[config.mk]
export PLATFORM = sky130hd
export DESIGN_NAME = dwrp_plan
export DESIGN_NICKNAME = d
export VERILOG_FILES = /design/src/dwrp_pkg.sv /design/src/dwrp_plan.sv
export SDC_FILE = /design/constraint.sdc
export NUM_CORES = 1
export LEC_CHECK = 0
export BUFFER_PORTS_ARGS = -buffer_cell sky130_fd_sc_hd__buf_4
export CAP_MARGIN = 0
export CORE_ASPECT_RATIO = 1.5
export CORE_UTILIZATION = 45
export CTS_CLUSTER_SIZE = 25
export DETAILED_ROUTE_END_ITERATION = 12
export GPL_TIMING_DRIVEN = 0
export SLEW_MARGIN = 40
export SYNTH_ARGS = -nofsm -noshare
export SYNTH_HDL_FRONTEND = slang
export SYNTH_SLANG_ARGS = --single-unit
[constraint.sdc]
create_clock -name clk -period 6.5 [get_ports clk]
set_clock_uncertainty 0.05 [all_clocks]
set_input_delay 0 -clock clk [delete_from_list [all_inputs] [get_ports clk]]
set_output_delay 0 -clock clk [all_outputs]
set_load 0.01 [all_outputs]
[src/dwrp_pkg.sv]
// Shared types and constants for the dirty-window refresh planner.
// No dependencies; imported by every module of the block but dwrp_ram.
package dwrp_pkg;

  localparam int PAD_W   = 6;
  localparam int AREA_W  = 18;
  localparam int FRL_W   = 8;
  localparam int CFG_A_W = 2;

  localparam logic [PAD_W-1:0]  PAD_RST   = PAD_W'(8);
  localparam logic [AREA_W-1:0] AREA_RST  = AREA_W'(60000);
  localparam logic [FRL_W-1:0]  FRL_RST   = FRL_W'(6);
  localparam logic [FRL_W-1:0]  COUNT_MAX = 8'hFF;
  localparam logic [7:0]        BYTE_ONES = 8'hFF;

  typedef enum logic [CFG_A_W-1:0] {
    CFG_PAD_PIXELS,
    CFG_PARTIAL_AREA_LIMIT,
    CFG_FAST_REFRESH_LIMIT
  } cfg_idx_t;

  // End-of-frame marker travelling with the box snapshot
  typedef struct packed {
    logic vld;
    logic force_full;
    logic any_changed;
  } snap_t;

endpackage

[src/dwrp_plan.sv]
// Window planner: pads and clamps the box, computes its area, picks the
// refresh window and keeps the fast-refresh count. Depends on dwrp_pkg.
module dwrp_plan
  import dwrp_pkg::*;
#(
  parameter int FRAME_WIDTH  = 600,
  parameter int FRAME_HEIGHT = 400,
  localparam int XW = $clog2(FRAME_HEIGHT + 1),
  localparam int YW = $clog2(FRAME_WIDTH + 1)
) (
  input  logic              clk,
  input  logic              rst_n,
  input  logic              adv,
  input  snap_t             snap,
  input  logic [XW-1:0]     snap_minx,
  input  logic [XW-1:0]     snap_maxx,
  input  logic [YW-1:0]     snap_miny,
  input  logic [YW-1:0]     snap_maxy,
  input  logic [PAD_W-1:0]  pad_pixels,
  input  logic [AREA_W-1:0] area_limit,
  input  logic [FRL_W-1:0]  fast_limit,
  output logic              out_valid,
  output logic              out_refresh,
  output logic [XW-1:0]     out_x,
  output logic [YW-1:0]     out_y,
  output logic [XW-1:0]     out_w,
  output logic [YW-1:0]     out_h
);

  localparam int XE  = ((XW > PAD_W) ? XW : PAD_W) + 1;
  localparam int YE  = ((YW > PAD_W) ? YW : PAD_W) + 1;
  localparam int ARW = XW + YW;
  localparam int ACW = (ARW > AREA_W) ? ARW : AREA_W;

  snap_t          s2_ctl_r, s3_ctl_r, s4_ctl_r;
  logic [XW-1:0]  s2_minx_r, s2_maxx_r;
  logic [YW-1:0]  s2_miny_r, s2_maxy_r;
  logic [XW-1:0]  s3_x0_r, s3_pw_r, s4_x0_r, s4_pw_r;
  logic [YW-1:0]  s3_y0_r, s3_ph_r, s4_y0_r, s4_ph_r;
  logic [ARW-1:0] s4_area_r;

  logic [XE-1:0]  x1e;
  logic [YE-1:0]  y1e;
  logic [XW-1:0]  x0, x1, pw;
  logic [YW-1:0]  y0, y1, ph;
  logic [ARW-1:0] area;

  logic             fv_r;
  logic [FRL_W-1:0] cnt_r;
  logic             full, part, refresh, whole;
  logic [XW-1:0]    wx, ww;
  logic [YW-1:0]    wy, wh;

  always_ff @(posedge clk) begin
    if (!rst_n) begin
      s2_ctl_r <= '0;
      s3_ctl_r <= '0;
      s4_ctl_r <= '0;
    end else if (adv) begin
      s2_ctl_r <= snap;
      s3_ctl_r <= s2_ctl_r;
      s4_ctl_r <= s3_ctl_r;
    end
  end

  // pad and clamp
  always_comb begin
    x0  = (XE'(s2_minx_r) > XE'(pad_pixels)) ?
          XW'(XE'(s2_minx_r) - XE'(pad_pixels)) : '0;
    y0  = (YE'(s2_miny_r) > YE'(pad_pixels)) ?
          YW'(YE'(s2_miny_r) - YE'(pad_pixels)) : '0;
    x1e = XE'(s2_maxx_r) + XE'(pad_pixels);
    y1e = YE'(s2_maxy_r) + YE'(pad_pixels);
    x1  = (x1e > XE'(FRAME_HEIGHT - 1)) ? XW'(FRAME_HEIGHT - 1) : XW'(x1e);
    y1  = (y1e > YE'(FRAME_WIDTH - 1)) ? YW'(FRAME_WIDTH - 1) : YW'(y1e);
    pw  = x1 - x0 + XW'(1);
    ph  = y1 - y0 + YW'(1);
  end

  assign area = ARW'(s3_pw_r) * ARW'(s3_ph_r);

  always_ff @(posedge clk) begin
    if (adv) begin
      s2_minx_r <= snap_minx;
      s2_maxx_r <= snap_maxx;
      s2_miny_r <= snap_miny;
      s2_maxy_r <= snap_maxy;
      s3_x0_r   <= x0;
      s3_y0_r   <= y0;
      s3_pw_r   <= pw;
      s3_ph_r   <= ph;
      s4_x0_r   <= s3_x0_r;
      s4_y0_r   <= s3_y0_r;
      s4_pw_r   <= s3_pw_r;
      s4_ph_r   <= s3_ph_r;
      s4_area_r <= area;
    end
  end

  // window choice
  always_comb begin
    full    = s4_ctl_r.force_full || !fv_r;
    part    = !full && s4_ctl_r.any_changed && (cnt_r < fast_limit) &&
              (ACW'(s4_area_r) <= ACW'(area_limit));
    refresh = full || s4_ctl_r.any_changed;
    wx = part ? s4_x0_r : '0;
    wy = part ? s4_y0_r : '0;
    ww = part ? s4_pw_r : XW'(FRAME_HEIGHT);
    wh = part ? s4_ph_r : YW'(FRAME_WIDTH);
    if (!refresh) begin
      wx = '0;
      wy = '0;
      ww = '0;
      wh = '0;
    end
    whole = (wx == '0) && (wy == '0) &&
            (ww == XW'(FRAME_HEIGHT)) && (wh == YW'(FRAME_WIDTH));
  end

  always_ff @(posedge clk) begin
    if (!rst_n) begin
      fv_r      <= 1'b0;
      cnt_r     <= '0;
      out_valid <= 1'b0;
    end else if (adv) begin
      out_valid <= s4_ctl_r.vld;
      if (s4_ctl_r.vld && refresh) begin
        fv_r <= 1'b1;
        if (whole) begin
          cnt_r <= '0;
        end else if (cnt_r != COUNT_MAX) begin
          cnt_r <= cnt_r + FRL_W'(1);
        end
      end
    end
  end

  always_ff @(posedge clk) begin
    if (adv && s4_ctl_r.vld) begin
      out_refresh <= refresh;
      out_x       <= wx;
      out_y       <= wy;
      out_w       <= ww;
      out_h       <= wh;
    end
  end

endmodule

# == Word-level counts from Yosys, hierarchy flattened ==
# Index checks and enable logic that the tools add are counted.
# totals
wordCells,80
ramBits,0
latch_bits,0
output_inout_bits,40
reg_bits,191
mem_bits_ro,0
n_memories,0
inputBits,76
# classes
n_eq_ne,3
bitwise,0
n_shift,0
reduce_logical,17
magnitude_cmp,6
mux,14
div_mod_pow,0
add_sub_neg,9
mul,1
# op_table
op,count
$mux W10,6
$mux W9,6
$le A19 B18 Y1,1
$mul A9 B10 Y19,1
$mux W8,2
$add A10 B6 Y11,1
$gt A11 B10 Y1 const B,1
$add A10 B1 Y10 const B,1
$add A9 B6 Y10,1
$eq A10 B10 Y1 const B,1
$gt A10 B6 Y1,1
$gt A10 B9 Y1 const B,1
$logic_not A10 Y1,1
$sub A10 B10 Y10,1
$sub A10 B6 Y10,1
$add A9 B1 Y9 const B,1
$eq A9 B9 Y1 const B,1
$gt A9 B6 Y1,1
$logic_not A9 Y1,1
$sub A9 B6 Y9,1
$sub A9 B9 Y9,1
$add A8 B1 Y8 const B,1
$logic_and A1 B1 Y1,8
$lt A8 B8 Y1,1
other kinds (6),8

# == Depth between registers and ports, before layout ==
# Gate-level depths: netlist (run 1).
# logic_depth
ltp_word,14
mapped_depth,21
ltp_nobuf,20

# == Worst setup path before layout (run 1) ==
# Ideal clock, no wire load.
# synth_path
path_kind,register -> register
start,reg s3_pw_r[8]
end,"reg s4_area_r[18], data pin"
setup_slack_ns,1.865
path_stages_with_launch,18
path_buffers,1
arrival_ns,4.330
path_cell_list,edfxtp_1 -> clkbuf_1 -> nand2_1 -> fa_1 -> inv_1 -> fa_1 -> inv_1 -> fa_1 -> inv_1 -> fa_1 -> ha_1 -> o21ai_0 -> nand2_1 -> nand4_1 -> a31o_2 -> a31oi_1 -> or4_1 -> and3_1
# synth_via
elab_chain_cells,1
# synth_lines
item,line,source
"start, declared",dwrp_plan.sv:38,"logic [XW-1:0] s3_x0_r, s3_pw_r, s4_x0_r, s4_pw_r;"
"start signal, assigned",dwrp_plan.sv:90,s3_pw_r <= pw;
$mul A9 B10 Y19,dwrp_plan.sv:80,assign area = ARW'(s3_pw_r) * ARW'(s3_ph_r);
via area[18],dwrp_plan.sv:46,logic [ARW-1:0] area;
"end signal, assigned",dwrp_plan.sv:96,s4_area_r <= area;
"end, declared",dwrp_plan.sv:40,logic [ARW-1:0] s4_area_r;
# The timed path passes the listed nets, and every way through them passes these cells.
# A chain may end at the register's enable or synchronous reset.

# == Worst setup path in the final report (run 1) ==
# layout_path
start,reg s3_ph_r[4]
end,"reg s4_area_r[18], data pin"
# layout_via
elab_chain_cells,1
# layout_lines
item,line,source
"start, declared",dwrp_plan.sv:39,"logic [YW-1:0] s3_y0_r, s3_ph_r, s4_y0_r, s4_ph_r;"
"start signal, assigned",dwrp_plan.sv:91,s3_ph_r <= ph;
$mul A9 B10 Y19,dwrp_plan.sv:80,
via area[18],dwrp_plan.sv:46,
# The timed path passes the listed nets, and every way through them passes these cells.

==> results of run 1 <==
[metrics by stage]
| step | instance area, um^2 | utilization | instances | hold slack, ps | setup WS, ps |
|---|---|---|---|---|---|
| after global routing | 14600 | 0.548 | 1607 | 74.2 | 1120 |
| after floorplan | 12200 | - | 1078 | 48.9 | 1860 |
| final | 14600 | 0.548 | 1607 | 92.5 | 1390 |
| after detailed placement | 13500 | 0.510 | 1532 | 129 | 1390 |
| after CTS | 14600 | 0.548 | 1607 | 68.6 | 1380 |
| after global placement | 13500 | 0.508 | 1530 | 128 | 1410 |
[worst max path at each step]
stage | cells after the start | slack, ps | from | endpoint
finish | 17 | 1390 | s3_ph_r[4] | s4_area_r[18]
global route | 17 | 1120 | s3_pw_r[2] | s4_area_r[17]
CTS | 17 | 1380 | s3_pw_r[2] | s4_area_r[18]
detailed placement | 17 | 1390 | s3_pw_r[2] | s4_area_r[18]
global placement | 17 | 1410 | s3_ph_r[4] | s4_area_r[18]
floorplan | 17 | 1860 | s3_pw_r[8] | s4_area_r[18]
[synthesized netlist by cell type, types with 7 or more instances]
library cell  instances
nand2_1              91
a21boi_0             10
mux2i_1              14
nor2b_1              26
nor3_1               14
nor4_1               14
xnor2_1              30
fa_1                 63
a211oi_1              7
xor2_1               16
nor2_1               54
o21a_1               12
a21o_1               14
and2_1               76
inv_1               143
dfxtp_1              19
nand2b_1              8
ha_1                121
o21bai_1              7
edfxtp_1            172
clkbuf_1             23
a21oi_1              30
nand4_1              13
o21ai_0              26
[final cells by class]
cell class / count / area, um^2 / share of cell area
multi-input combinational: 721 / 6040 / 0.415
tap: 337 / 422 / 0.0290
sequential: 191 / 5550 / 0.381
clock inverter: 15 / 153 / 0.0105
clock buffer: 17 / 425 / 0.0292
timing repair buffer: 160 / 1350 / 0.0927
buffer: 23 / 90.1 / 0.00619
inverter: 143 / 537 / 0.0369
[flip-flops by register name (all words and copies together), names as in the netlist, 10 cells and up]
register / flops
s4_area_r: 19
out_h: 10
out_y: 10
s2_maxy_r: 10
s2_miny_r: 10
s3_ph_r: 10
s3_y0_r: 10
s4_ph_r: 10
s4_y0_r: 10
[worst max-delay path: cells and delay by family (launching register included)]
family | cells | cell delay [ps]
adder cells (fa/ha/maj) | 5 | 2140
AND/OR/NAND/NOR | 4 | 870
buffers and inverters | 4 | 540
AO/OA/AOI/OAI | 4 | 890
flip-flops | 1 | 350
[routing by layer]
metal / global-route usage / vias to the layer above / wire, um
met2: 0.353 / 147 / 13100
met1: 0.196 / 3849 / 9280
met3: 0.0291 / 45 / 653
met4: 0.0857 / 0 / 748
met5: 0 / - / 0
li1: - / 4076 / -
[logic make-up (layout without fill, tap and decap cells)]
logic type	Yosys count	after routing
AO/OA/AOI/OAI	142	142
XOR/XNOR	47	47
adder cells (fa/ha/maj)	184	184
buffers and inverters	166	358
flip-flops	191	191
multiplexers	16	16
AND/OR/NAND/NOR	332	332
[timing repair]
action / 4_1_cts / 5_1_grt
hold buffers: 43 / 0
setup buffers: 0 / 0
endpoints found under the hold margin: 109 / 0
==> summary.txt, run 1 <==
Clock network
  • Cts bufs inserted: 17
  • Clock Tree Root: clkbuf_16
  • Clk sinks: 191
  • H-tree Lvls: 4
  • Skew-Pair Late Insertion Delay: 440 ps
  • CTS tree: done
  • Deepest clock path buffer count: 2
  • Clk pin slew, worst setup/hold paths: 80 ps
  • Resized cells post-CTS: 0

Floorplanning
  • I/O pin total: 116
  • Std-Cell Rows: 73
  • Height of the die: 204 um
  • Die width: 136 um
  • Die area: 27800 um^2
  • Initial cell density of the core: 0.459
  • Core area: 26600 um^2

Route
  • Detailed Routing Iterations Pass 1: 4
  • Routed WL: 23.8 mm
  • Number of DRC markers in iteration 0: 243
  • DR vias/cell: 5.05
  • Drt drc: 0
  • Vias: 8117
  • Wire per inst: 14.8 um
  • Antenna Violating Nets Remaining: 0

Critical path
  • R2R Path Start: s3_ph_r[4]
  • CP Cell Sequence: clkbuf_1 -> nand2_1 -> fa_1 -> inv_1 -> fa_1 -> ha_1 -> inv_1 -> fa_1 -> inv_1 -> ha_1 -> nor2b_1 -> o21a_1 -> o21ai_0 -> a31o_2 -> a31oi_1 -> or4_1 -> and3_1
  • Type of origin of the critical path: register
  • Critical path's largest stage delay: 550 ps
  • CP Class: register to register
  • Worst-path fanout max: 9
  • Slowest cell on crit path: fa_1
  • RR Endpoint: s4_area_r[18]
  • Reg2Reg Setup Slack: 1390 ps
  • CP required: 6640 ps
  • R2R depth: 17
  • Crit. End Element: register
  • Crit path DAT: 5250 ps

Final layout
  • Final nets: 1517
  • Share of cells above drive strength 1: 0.127
  • Highest-count cells in the layout ignoring fill and taps: 172 x edfxtp_1, 143 x inv_1, 121 x ha_1
  • Fillers: 2355
  • Area grow syn2layout: 19.3%
  • Commonest non-fill, non-tap cell in the layout: edfxtp_1
  • Diode count: 0

Synthesis
  • Synth area leader: edfxtp_1
  • Simple-Gate Fraction of Synth Area: 0.141
  • Post-synth top area share: 0.423
  • Number of synthesized flops with an enable pin: 172
  • Seq/Total Area, Yosys: 0.454
  • Synth top area cells: edfxtp_1 42%, ha_1 12%, fa_1 10%
  • Synth Area in XOR/XNOR: 0.0349
  • Avg Cell Area, Syn: 11.3 um^2
  • Syn. warnings: 0
  • Post-synth ARST share: 0
  • Distinct cells, synth: 59
  • Cells after Synth: 1078
  • Synth Net Count: 1338
  • Count of state elements after synthesis: 191
  • Post-Synth Adder-Cell Area: 0.227
  • Ys flop type: edfxtp_1
  • Compound-Gate Fraction of Synth Area: 0.0780
  • Post-synthesis mux area share: 0.0133
  • Mapped cell area: 12200 um^2
  • Main combinational cell family by area after synthesis: adder cells

STA
  • Relative slew slack: 0.502
  • Tcrit/Tclk final: 0.785
  • RSZ-0062 raised after global routing: no
  • Actual slew at the worst max-slew pin: 740 ps
  • Fmax: 196 MHz
  • Minimum clock period: 5110 ps
  • Count of final max-slew check failures: 0
  • Final hold violations: 0
  • Setup TNS: 0 ps
  • Setup violators final: 0

Placement
  • Detail Placement HPWL: 18.9 mm
  • Port bufs: 115
  • Final RePlAce weighted congestion: 0.802

Worst hold path
  • Min-delay worst type: input pin to register
  • Worst Hold End: s3_x0_r[0]
  • Worst Min Path Start: pad_pixels[0]
  • Worst hold path depth: 3

Run status
  • Status: complete, no violations

Global route
  • Pin count of the biggest net entering global routing: 76
  • First-pass GRT wire length: 39.2 mm
  • GRT Residual Overflow: 0
  • Vias in the first global route: 8193
  • Total track usage: 0.186
  • Initial antenna violation count: 0

Job
  • Max Cap Viol: 0
Power of run 1 is left out: the tool's default activity adds up to more than one toggle a clock period on the data nets, which glitch-free logic cannot reach.
==> run 2: changes to the inputs <==
- PLACE_DENSITY: default -> 0.66
- clock period: 6.5 -> 4.6 ns (I/O delays scaled with it)
==> run 2 against run 1 <==
Compared with the run above: final area increased by 6.4%; worst hold slack got worse by 38 ps; non-clock buffer count rose by 58; critical path type unchanged; critical endpoint unchanged; highest routed layer unchanged.
==> summary.txt, run 2 (same netlist as run 1, synthesis figures left out) <==
STA
  • Setup violators final: 0
  • Tcrit/Tclk final: 1.00
  • RSZ-0062 raised after global routing: yes
  • Actual slew at the worst max-slew pin: 646 ps
  • Count of final max-slew check failures: 0
  • Relative slew slack: 0.569
  • Final hold violations: 0
  • Fmax: 217 MHz
  • Minimum clock period: 4600 ps

Clock network
  • Clk pin slew, worst setup/hold paths: 80 ps
  • Cts bufs inserted: 17
  • Skew-Pair Late Insertion Delay: 440 ps
  • Deepest clock path buffer count: 2
  • Clk sinks: 191
  • H-tree Lvls: 4
  • CTS tree: done
  • Clock Tree Root: clkbuf_16

Final layout
  • Post-route insts no fill: 1665
  • Commonest non-fill, non-tap cell in the layout: buf_4
  • Max FFs per register: 19
  • Area grow syn2layout: 26.9%
  • Largest Register: s4_area_r
  • Highest-count cells in the layout ignoring fill and taps: 177 x buf_4, 172 x edfxtp_1, 135 x inv_1
  • Diode count: 0
  • Final nets: 1575
  • Fillers: 2156
  • Cell area after layout: 15500 um^2
  • Post-layout util: 0.583
  • Share of cells above drive strength 1: 0.223

Floorplanning
  • Die area: 27800 um^2
  • Initial cell density of the core: 0.459
  • Die width: 136 um
  • Core area: 26600 um^2
  • Height of the die: 204 um
  • I/O pin total: 116
  • Std-Cell Rows: 73

Route
  • Antenna Violating Nets Remaining: 0
  • Detailed Routing Iterations Pass 1: 5
  • DR vias/cell: 5.08
  • Drt drc: 0
  • Routed WL: 25.4 mm
  • Vias: 8460
  • Number of DRC markers in iteration 0: 399
  • Wire per inst: 15.2 um

Critical path
  • CP Cell Sequence: buf_6 -> buf_6 -> nand2_2 -> fa_1 -> inv_2 -> fa_1 -> inv_1 -> fa_1 -> inv_2 -> fa_1 -> ha_4 -> o21ai_2 -> nand2_1 -> nand4_1 -> a31o_4 -> a31oi_4 -> or4_1 -> and3_1
  • CP required: 4750 ps
  • CP dominant cell by count: fa_1
  • CP top delay family: adder cells
  • Worst-path fanout max: 6
  • Type of origin of the critical path: register
  • CP bufs+invs: 5
  • Critical path's largest stage delay: 540 ps
  • CP Class: register to register
  • Crit. End Element: register
  • Slowest cell on crit path: fa_1
  • Crit path DAT: 4750 ps

Job
  • Max Cap Viol: 0

Run status
  • Status: complete, no violations

Global route
  • Total track usage: 0.192
  • First-pass GRT wire length: 40.6 mm
  • Vias in the first global route: 8491
  • Initial antenna violation count: 0
  • GRT Residual Overflow: 0
  • Pin count of the biggest net entering global routing: 80

Worst hold path
  • Min-delay worst type: input pin to register

Placement
  • Port bufs: 115
  • Post-Place Cells: 1532
  • Final RePlAce weighted congestion: 0.845
  • Area after DPL: 13600 um^2
  • Detail Placement HPWL: 18.9 mm
[run 2: cell count changes in the layout (fill, tap and decap cells not counted), sizes merged]
cell    change
buf        +72
clkbuf     -13
clkinv      -1
[run 2: cell type report]
| type | instances | area, um^2 | area share |
|---|---|---|---|
| Buffer | 9 | 47.5 | 0.00307 |
| Clock buffer | 18 | 429 | 0.0277 |
| Clock inverter | 14 | 171 | 0.0111 |
| Inverter | 143 | 537 | 0.0346 |
| Multi-Input combinational cell | 721 | 6410 | 0.414 |
| Sequential cell | 191 | 5550 | 0.358 |
| Tap cell | 337 | 422 | 0.0272 |
| Timing Repair Buffer | 232 | 1930 | 0.125 |
[run 2: what timing repair did]
item,CTS,global route
hold buffers,43,0
gates resized for setup,40,47
gates cloned,0,0
hold endpoints to repair,103,0
setup endpoints to repair,11,6
buffers inserted,46,26
pin swaps,17,46
[run 2: worst reg2reg max path, stage by stage (launching register included)]
cell	delay [ps]
edfxtp_1	530
buf_6	160
buf_6	90
nand2_2	50
fa_1	510
inv_2	40
fa_1	500
inv_1	50
fa_1	490
inv_2	40
fa_1	540
ha_4	220
o21ai_2	150
nand2_1	70
nand4_1	110
a31o_4	130
a31oi_4	90
or4_1	400
and3_1	170
[run 2: worst paths after layout]
kind | startpoint | endpoint | slack, ps | cells after the start
worst max-delay path | s3_pw_r[0] | s4_area_r[18] | 1 | 18
worst min-delay path | pad_pixels[0] | s3_x0_r[0] | 50 | 3
worst max register to register | s3_pw_r[0] | s4_area_r[18] | 1 | 18
worst min register to register | s3_y0_r[9] | s4_y0_r[9] | 370 | 0
[run 2: metrics by stage]
stage          hold slack, ps  TNS [ps]  setup slack, ps
4_1_cts                  34.7         0             2.09
3_5_place_dp              129     -2300             -547
6_report                 54.4         0             1.40
2_1_floorplan            48.9         0             1.36
5_1_grt                  61.3      -331             -149
3_3_place_gp              129     -1990             -502
[run 2: routing by layer]
layer	vias up	share of wire	GRT usage
met5	-	0	0
met4	0	0.037	0.0865
met3	54	0.028	0.0311
met2	172	0.55	0.360
met1	4057	0.39	0.206
li1	4177	-	-
Power of run 2 is left out for the same reason.
==> run 3: changes to the inputs <==
- RECOVER_POWER: default -> 50
==> run 3 against run 2 <==
Compared with the run above: the run now ends with setup timing left; flip-flop and latch count is the same; final area decreased by 0.93%; via count down 0.43%; die area is the same; critical path type unchanged; critical endpoint unchanged.
==> summary.txt, run 3 (same netlist as run 1, synthesis figures left out) <==
Run status
  • Status: complete, but fails checks
  • Violated checks: setup timing

STA
  • Count of final max-slew check failures: 0
  • Tcrit/Tclk final: 1.00
  • Setup violators final: 1
  • Post-route setup slack: -12.5 ps
  • Fmax: 217 MHz
  • Actual slew at the worst max-slew pin: 648 ps
  • Setup TNS: -12.5 ps
  • RSZ-0062 raised after global routing: yes
  • Minimum clock period: 4610 ps
  • Final hold violations: 0
  • Relative slew slack: 0.568

Final layout
  • Post-route insts no fill: 1665
  • Post-layout util: 0.578
  • Cell area after layout: 15300 um^2
  • Highest-count cells in the layout ignoring fill and taps: 172 x edfxtp_1, 135 x inv_1, 109 x ha_1
  • Area grow syn2layout: 25.8%
  • Fillers: 2195
  • Share of cells above drive strength 1: 0.194
  • Diode count: 0
  • Max FFs per register: 19
  • Final nets: 1575
  • Commonest non-fill, non-tap cell in the layout: edfxtp_1
  • Largest Register: s4_area_r

Route
  • Drt drc: 0
  • Number of DRC markers in iteration 0: 373
  • DR vias/cell: 5.06
  • Top sig layer: met4
  • Detailed Routing Iterations Pass 1: 4
  • Vias: 8424
  • WL met1: 9.77 mm
  • Metal3 WL: 780 um
  • Antenna Violating Nets Remaining: 0
  • WL met2: 14.0 mm
  • Routed WL: 25.4 mm
  • Wire per inst: 15.2 um

Clock network
  • Clk sinks: 191
  • Clock Tree Root: clkbuf_16
  • Clk pin slew, worst setup/hold paths: 80 ps
  • H-tree Lvls: 4
  • Cts bufs inserted: 17
  • CTS tree: done
  • Skew-Pair Late Insertion Delay: 440 ps
  • Deepest clock path buffer count: 2

Global route
  • GRT Residual Overflow: 0
  • Vias in the first global route: 8491
  • Pin count of the biggest net entering global routing: 80
  • Initial antenna violation count: 0
  • First-pass GRT wire length: 40.6 mm
  • Total track usage: 0.192

Worst hold path
  • Worst Min Path Start: pad_pixels[0]
  • Min-delay worst type: input pin to register
  • Worst Hold End: s3_x0_r[0]
  • Worst hold path depth: 3

Critical path
  • CP top delay family: adder cells
  • CP Cell Sequence: buf_6 -> buf_6 -> nand2_2 -> fa_1 -> inv_2 -> fa_1 -> inv_1 -> fa_1 -> inv_2 -> fa_1 -> ha_4 -> o21ai_2 -> nand2_1 -> nand4_1 -> a31o_4 -> a31oi_4 -> or4_1 -> and3_1
  • CP dominant cell by count: fa_1
  • CP required: 4750 ps
  • Type of origin of the critical path: register
  • CP bufs+invs: 5
  • Critical path's largest stage delay: 540 ps
  • Worst-path fanout max: 6
  • RR Endpoint: s4_area_r[18]
  • CP Class: register to register
  • Slowest cell on crit path: edfxtp_1
  • Crit path DAT: 4760 ps
  • R2R depth: 18
  • Reg2Reg Setup Slack: -10 ps
  • R2R Path Start: s3_pw_r[0]
  • Crit. End Element: register

Placement
  • Final RePlAce weighted congestion: 0.845
  • Area after DPL: 13600 um^2
  • Post-Place Cells: 1532
  • Detail Placement HPWL: 18.9 mm
  • Port bufs: 115

Floorplanning
  • Std-Cell Rows: 73
  • Die width: 136 um
  • Core area: 26600 um^2
  • I/O pin total: 116
  • Die area: 27800 um^2
  • Initial cell density of the core: 0.459
  • Height of the die: 204 um

Job
  • Max Cap Viol: 0
[run 3: changes by cell type in the layout (fill, tap and decap cells not counted), sizes merged]
cell	previous run	this run
buf	189	109
clkbuf	27	107
[run 3: how the worst max path moves through the flow]
stage                             from             to  slack [ps]  cells after the start
after CTS                   s3_ph_r[4]  s4_area_r[18]           2                     16
after detailed placement    s3_ph_r[4]  s4_area_r[18]        -550                     17
after floorplan             s3_pw_r[7]  s4_area_r[18]           1                     17
final                       s3_pw_r[0]  s4_area_r[18]         -10                     18
after global routing      s2_maxx_r[1]     s3_pw_r[8]        -150                     16
after global placement      s3_ph_r[4]  s4_area_r[18]        -500                     17
[run 3: what timing repair did]
item / 4_1_cts / 5_1_grt
pin swaps: 17 / 46
gates cloned: 0 / 0
endpoints found under the hold margin: 103 / 0
resized for setup: 40 / 47
endpoints found under the setup margin: 11 / 6
setup buffers: 46 / 26
hold buffers: 43 / 0
[run 3: cell type report]
cell class | count | area (um^2) | share of cell area
multi-input combinational | 721 | 6410 | 0.418
sequential | 191 | 5550 | 0.361
timing repair buffer | 232 | 1790 | 0.117
inverter | 143 | 537 | 0.0350
clock buffer | 18 | 429 | 0.0280
tap | 337 | 422 | 0.0275
clock inverter | 14 | 171 | 0.0112
buffer | 9 | 47.5 | 0.00310
[run 3: through the flow]
stage,worst slack [ps],hold WS [ps]
after floorplan,1.36,48.9
after global placement,-502,129
after detailed placement,-547,129
after CTS,2.09,34.7
after global routing,-149,61.3
final,-12.5,55.4
[run 3: worst register-to-register path, stage by stage, from the launching register on]
cell	delay (ps)
edfxtp_1	540
buf_6	160
buf_6	90
nand2_2	50
fa_1	510
inv_2	40
fa_1	500
inv_1	50
fa_1	490
inv_2	40
fa_1	540
ha_4	220
o21ai_2	150
nand2_1	70
nand4_1	110
a31o_4	130
a31oi_4	90
or4_1	400
and3_1	170
[run 3: layer usage]
| metal | track usage | vias up |
|---|---|---|
| met5 | 0 | - |
| met4 | 0.0865 | 0 |
| met3 | 0.0311 | 50 |
| met2 | 0.360 | 170 |
| met1 | 0.206 | 4025 |
| li1 | - | 4179 |
Power of run 3 is left out for the same reason.
